[src/hdl/fhrb_pkg.sv]
`timescale 1ns / 1ps

package fhrb_pkg;

    localparam int HEAT_W = 8;
    localparam int CFG_W = 11;
    localparam int SUM_W = HEAT_W + 3;
    localparam int SUM_SHIFT = 3;
    localparam int COOL_STEP = 4;
    localparam int MIN_DIM = 3;

    localparam int MAX_WIDTH_DEF = 1024;
    localparam int MAX_HEIGHT_DEF = 1024;

    localparam logic [CFG_W-1:0] WIDTH_RESET = CFG_W'(320);
    localparam logic [CFG_W-1:0] HEIGHT_RESET = CFG_W'(240);

    localparam int REG_IDX_W = 1;
    localparam logic [REG_IDX_W-1:0] REG_FRAME_WIDTH = 1'b0;
    localparam logic [REG_IDX_W-1:0] REG_FRAME_HEIGHT = 1'b1;

    localparam int QUEUE_DEPTH = 4;

    // one column of the line store: final values two rows up and one row up
    typedef struct packed {
        logic [HEAT_W-1:0] two;
        logic [HEAT_W-1:0] one;
    } line_entry_t;

    typedef struct packed {
        logic [HEAT_W-1:0] heat;
        logic              last;
    } result_t;

    typedef struct packed {
        logic [1:0] cnt;
        result_t    first;
        result_t    second;
    } push_t;

endpackage

[src/hdl/fhrb_out_queue.sv]
`timescale 1ns / 1ps

module fhrb_out_queue
    import fhrb_pkg::*;
(
    input  logic    aclk,
    input  logic    aresetn,
    input  push_t   push,
    output logic    room,
    output logic    m_valid,
    input  logic    m_ready,
    output result_t head
);

    localparam int PW = $clog2(QUEUE_DEPTH);

    result_t        slot_reg [QUEUE_DEPTH];
    logic [PW-1:0]  wr_ptr_reg, wr_ptr_next;
    logic [PW-1:0]  rd_ptr_reg, rd_ptr_next;
    logic [PW:0]    count_reg, count_next;
    logic           pop;

    assign pop = m_valid && m_ready;

    always_comb begin
        wr_ptr_next = wr_ptr_reg + PW'(push.cnt);
        rd_ptr_next = rd_ptr_reg + PW'(pop);
        count_next = count_reg + (PW+1)'(push.cnt) - (PW+1)'(pop);
    end

    always_ff @(posedge aclk) begin
        if (!aresetn) begin
            wr_ptr_reg <= '0;
            rd_ptr_reg <= '0;
            count_reg <= '0;
        end else begin
            wr_ptr_reg <= wr_ptr_next;
            rd_ptr_reg <= rd_ptr_next;
            count_reg <= count_next;
        end
    end

    always_ff @(posedge aclk) begin
        if (push.cnt != 2'd0) begin
            slot_reg[wr_ptr_reg] <= push.first;
        end
        if (push.cnt == 2'd2) begin
            slot_reg[wr_ptr_reg + PW'(1)] <= push.second;
        end
    end

    // room for a full two-result transaction
    assign room = count_reg <= (PW+1)'(QUEUE_DEPTH - 2);
    assign m_valid = count_reg != '0;
    assign head = slot_reg[rd_ptr_reg];

    a_count_bound: assert property (@(posedge aclk) disable iff (!aresetn)
        count_reg <= (PW+1)'(QUEUE_DEPTH))
        else $error("output queue overflow");

    a_push_needs_room: assert property (@(posedge aclk) disable iff (!aresetn)
        push.cnt != 2'd0 |-> count_reg <= (PW+1)'(QUEUE_DEPTH - 2))
        else $error("push into queue without room");

    a_pop_drains: assert property (@(posedge aclk) disable iff (!aresetn)
        pop && push.cnt == 2'd0 |=> count_reg == $past(count_reg) - (PW+1)'(1))
        else $error("pop did not drain queue");

endmodule

[config.mk]
export PLATFORM = sky130hd
export DESIGN_NAME = fhrb_out_queue
export DESIGN_NICKNAME = d
export VERILOG_FILES = /design/src/hdl/fhrb_pkg.sv /design/src/hdl/fhrb_out_queue.sv
export SDC_FILE = /design/constraint.sdc
export NUM_CORES = 1
export LEC_CHECK = 0
export BUFFER_PORTS_ARGS = -buffer_cell sky130_fd_sc_hd__buf_4
export CELL_PAD_IN_SITES_DETAIL_PLACEMENT = 1
export CELL_PAD_IN_SITES_GLOBAL_PLACEMENT = 2
export CORE_MARGIN = 2
export CORE_UTILIZATION = 29
export CTS_CLUSTER_SIZE = 10
export DETAILED_ROUTE_END_ITERATION = 16
export PLACE_DENSITY = 0.58
export SLEW_MARGIN = 20
export SYNTH_ARGS = -nofsm -noshare
export SYNTH_HDL_FRONTEND = slang
export SYNTH_SLANG_ARGS = --single-unit
export TNS_END_PERCENT = 30
[constraint.sdc]
create_clock -name aclk -period 5.4 [get_ports aclk]
set_input_delay 1.08 -clock aclk [delete_from_list [all_inputs] [get_ports aclk]]
set_output_delay 1.08 -clock aclk [all_outputs]
set_load 0.005 [all_outputs]
==> impl_metrics.toml <==
[cts]
cts_buffers = 5
cts_sinks = 43
cts_tree = "done"
cts_max_level = 2
clk_pin_slew_ps = 80
clk_latency_ps = 290
cts_setup_buffers = 0
hold_buffers = 0
cts_buffer_depth = 2
post_cts_resized = 0
cts_root_buf = "clkbuf_8"

[placement]
placed_cells = 262
io_buffers = 33
place.gp.congestion = 0.697
placed_cell_area_um2 = 2600
detailed_place_hpwl_um = 3450

[timing]
finalCritPeriodShare_pct = 55.1
post-route-min-period_ps = 2970
maxSlewViolCount = 0
hold_violations = 0
maxSlewHeadroom_pct = 28.5
fin_setup_tns_ps = 0
tightest_slew_ps = 1070
skew_ps = 2.69
setup_viol = 0
timing.fmax_mhz = 336
rsz0062_at_grt = "false"

[route]
drtIter0Drc = 43
antenna_left = 0
vias = 1252
wl_per_cell_um = 17.8
drc = 0
via_per_inst = 4.64
drt_pass1_iterations = 4
wl_um = 4820

[synthesis]
synth.distinct_cells = 28
synth_edf_count = 36
yosysTopAreaCell = "edfxtp_1"
syn_area_per_cell_um2 = 16.8
synth_top_area_share_pct = 48.3
synth.cell_area_um2 = 2240
synth-seq-cells = 43
syn_nets = 160
ys_warn_count = 0
synthArstFlopShare_pct = 0
syn_inst = 133
synth-main-ff-cell = "edfxtp_1"
synth_common_cells = "36 x edfxtp_1, 27 x mux2_2, 9 x mux2_4, 9 x mux4_2, 7 x dfxtp_1"
yosysSeqAreaShare_pct = 54.6
synth_area_leaders = "edfxtp_1 48%, mux2_2 14%, mux4_2 9.1%"
yosysMostFrequentCell = "edfxtp_1"

[critical_path]
rrSetupSlack_ps = 3310
arrival_ps = 1890
endpoint_kind = "output port"
crit_fanout = 12
setup.worst_path.class = "reg -> out"
critPathRequiredTime_ps = 4320
cp-start-kind = "flip-flop"

[power]
power_density_nw_per_um2 = 331
power_leakage_nw = 0.990
irDropWorstVdd_mv = 0.116

[floorplanning]
coreArea_um2 = 7610
io_pins = 34
dieHeight_um = 91.9
rows = 32
dieArea_um2 = 8440
chipWidth_um = 91.9
initial_core_util_pct = 29.4

[final_layout]
n_antenna_cell = 0
largest_reg_flops = 36
final_layout_size_suffix_gt1_share_pct = 54.2
final_cells = 270
nets = 194
multi_input_area_um2 = 978
final_cell_area_um2 = 2680
regArea_um2 = 1220
syn_to_final_growth_pct = 19.8
num-fill-cells = 807

[global_routing]
grt_max_degree = 13
grt_use_total_pct = 12.3
grt_pass1_wl_um = 7660
first_global_vias = 1353
gr-total-overflow = 0
antenna_found_initial = 0

[run_status]
outcome = "finished, final reports clean"

[job]
cap_viol_max_count = 0

[worst_hold_path]
min-delay-path-class = "reg -> reg"
## kinds of logic (layout without fill, tap and decap cells)
logic type / count (synthesis) / count (layout) / share of synthesized area, %
AOI/OAI and AO/OA: 6 / 6 / 2.07
buffers and inverters: 11 / 46 / 2.52
muxes: 49 / 49 / 30.5
adders and majority gates: 4 / 4 / 2.57
xor gates and xnor gates: 2 / 2 / 2.01
and+or+nand+nor: 18 / 18 / 5.81
DFF: 43 / 43 / 54.6
## critical path, cell delays in order, from the launching register on
cell and delay (ps):
dfxtp_1 830, mux4_2 620, buf_4 150
## through the flow
step	power (mW)	setup slack [ps]	utilization, %	hold WS [ps]
finish	0.888	2430	35.2	712
global route	0.943	2290	35.2	761
floorplan	0.601	2940	-	488
global placement	0.701	2620	34.2	672
detailed placement	0.711	2600	34.2	699
CTS	0.906	2340	35.2	727
## power by group
| part | leakage, nW | internal (mW) | switching (mW) | total [mW] |
|---|---|---|---|---|
| clock network | 0.0403 | 0.0883 | 0.106 | 0.194 |
| registers | 0.396 | 0.409 | 0.0443 | 0.453 |
| logic | 0.554 | 0.153 | 0.0878 | 0.241 |
## routing by layer
layer  share of wire, %  global-route usage (%)  up-vias  routed length [um]
li1                   -                       -      588                   -
met1                 46                    15.9      638                2200
met2                 50                    20.3       20                2390
met3                3.1                    3.20        6                 149
met4                1.4                    3.73        0                  67
met5                  0                       0        -                   0
## layout make-up
cell class | count | area share, %
clock buffers | 6 | 2.71
repair buffers | 35 | 9.80
clock inverters | 2 | 0.280
multi-input cells | 79 | 36.5
inverters | 3 | 0.420
flip-flops and latches | 43 | 45.5
well taps | 102 | 4.76
## path summary, 6_finish.rpt
| check | start | to | depth (start not counted) |
|---|---|---|---|
| min | count_reg[1] | rd_ptr_reg[0] | 2 |
| max reg2reg | wr_ptr_reg[1] | slot_reg[3][4] | 3 |
| min reg2reg | count_reg[1] | rd_ptr_reg[0] | 2 |
| max | rd_ptr_reg[0] | head[4] | 2 |
## layout by cell type (no fill, tap or decap), types with 2 or more instances in the layout
master / netlist / layout
ha_1: 3 / 3
clkbuf_8: 0 / 5
mux2_2: 27 / 27
nand2_1: 2 / 2
mux2i_1: 4 / 4
mux4_2: 9 / 9
nand2b_1: 2 / 2
edfxtp_1: 36 / 36
and2_1: 3 / 3
nor4bb_2: 0 / 2
clkinv_1: 0 / 2
inv_1: 3 / 3
nor2_1: 2 / 2
nor2b_1: 3 / 3
mux2_4: 9 / 9
buf_4: 0 / 35
dfxtp_1: 7 / 7
xnor3_1: 2 / 2
No activity file was read; power rests on OpenSTA's default activity.
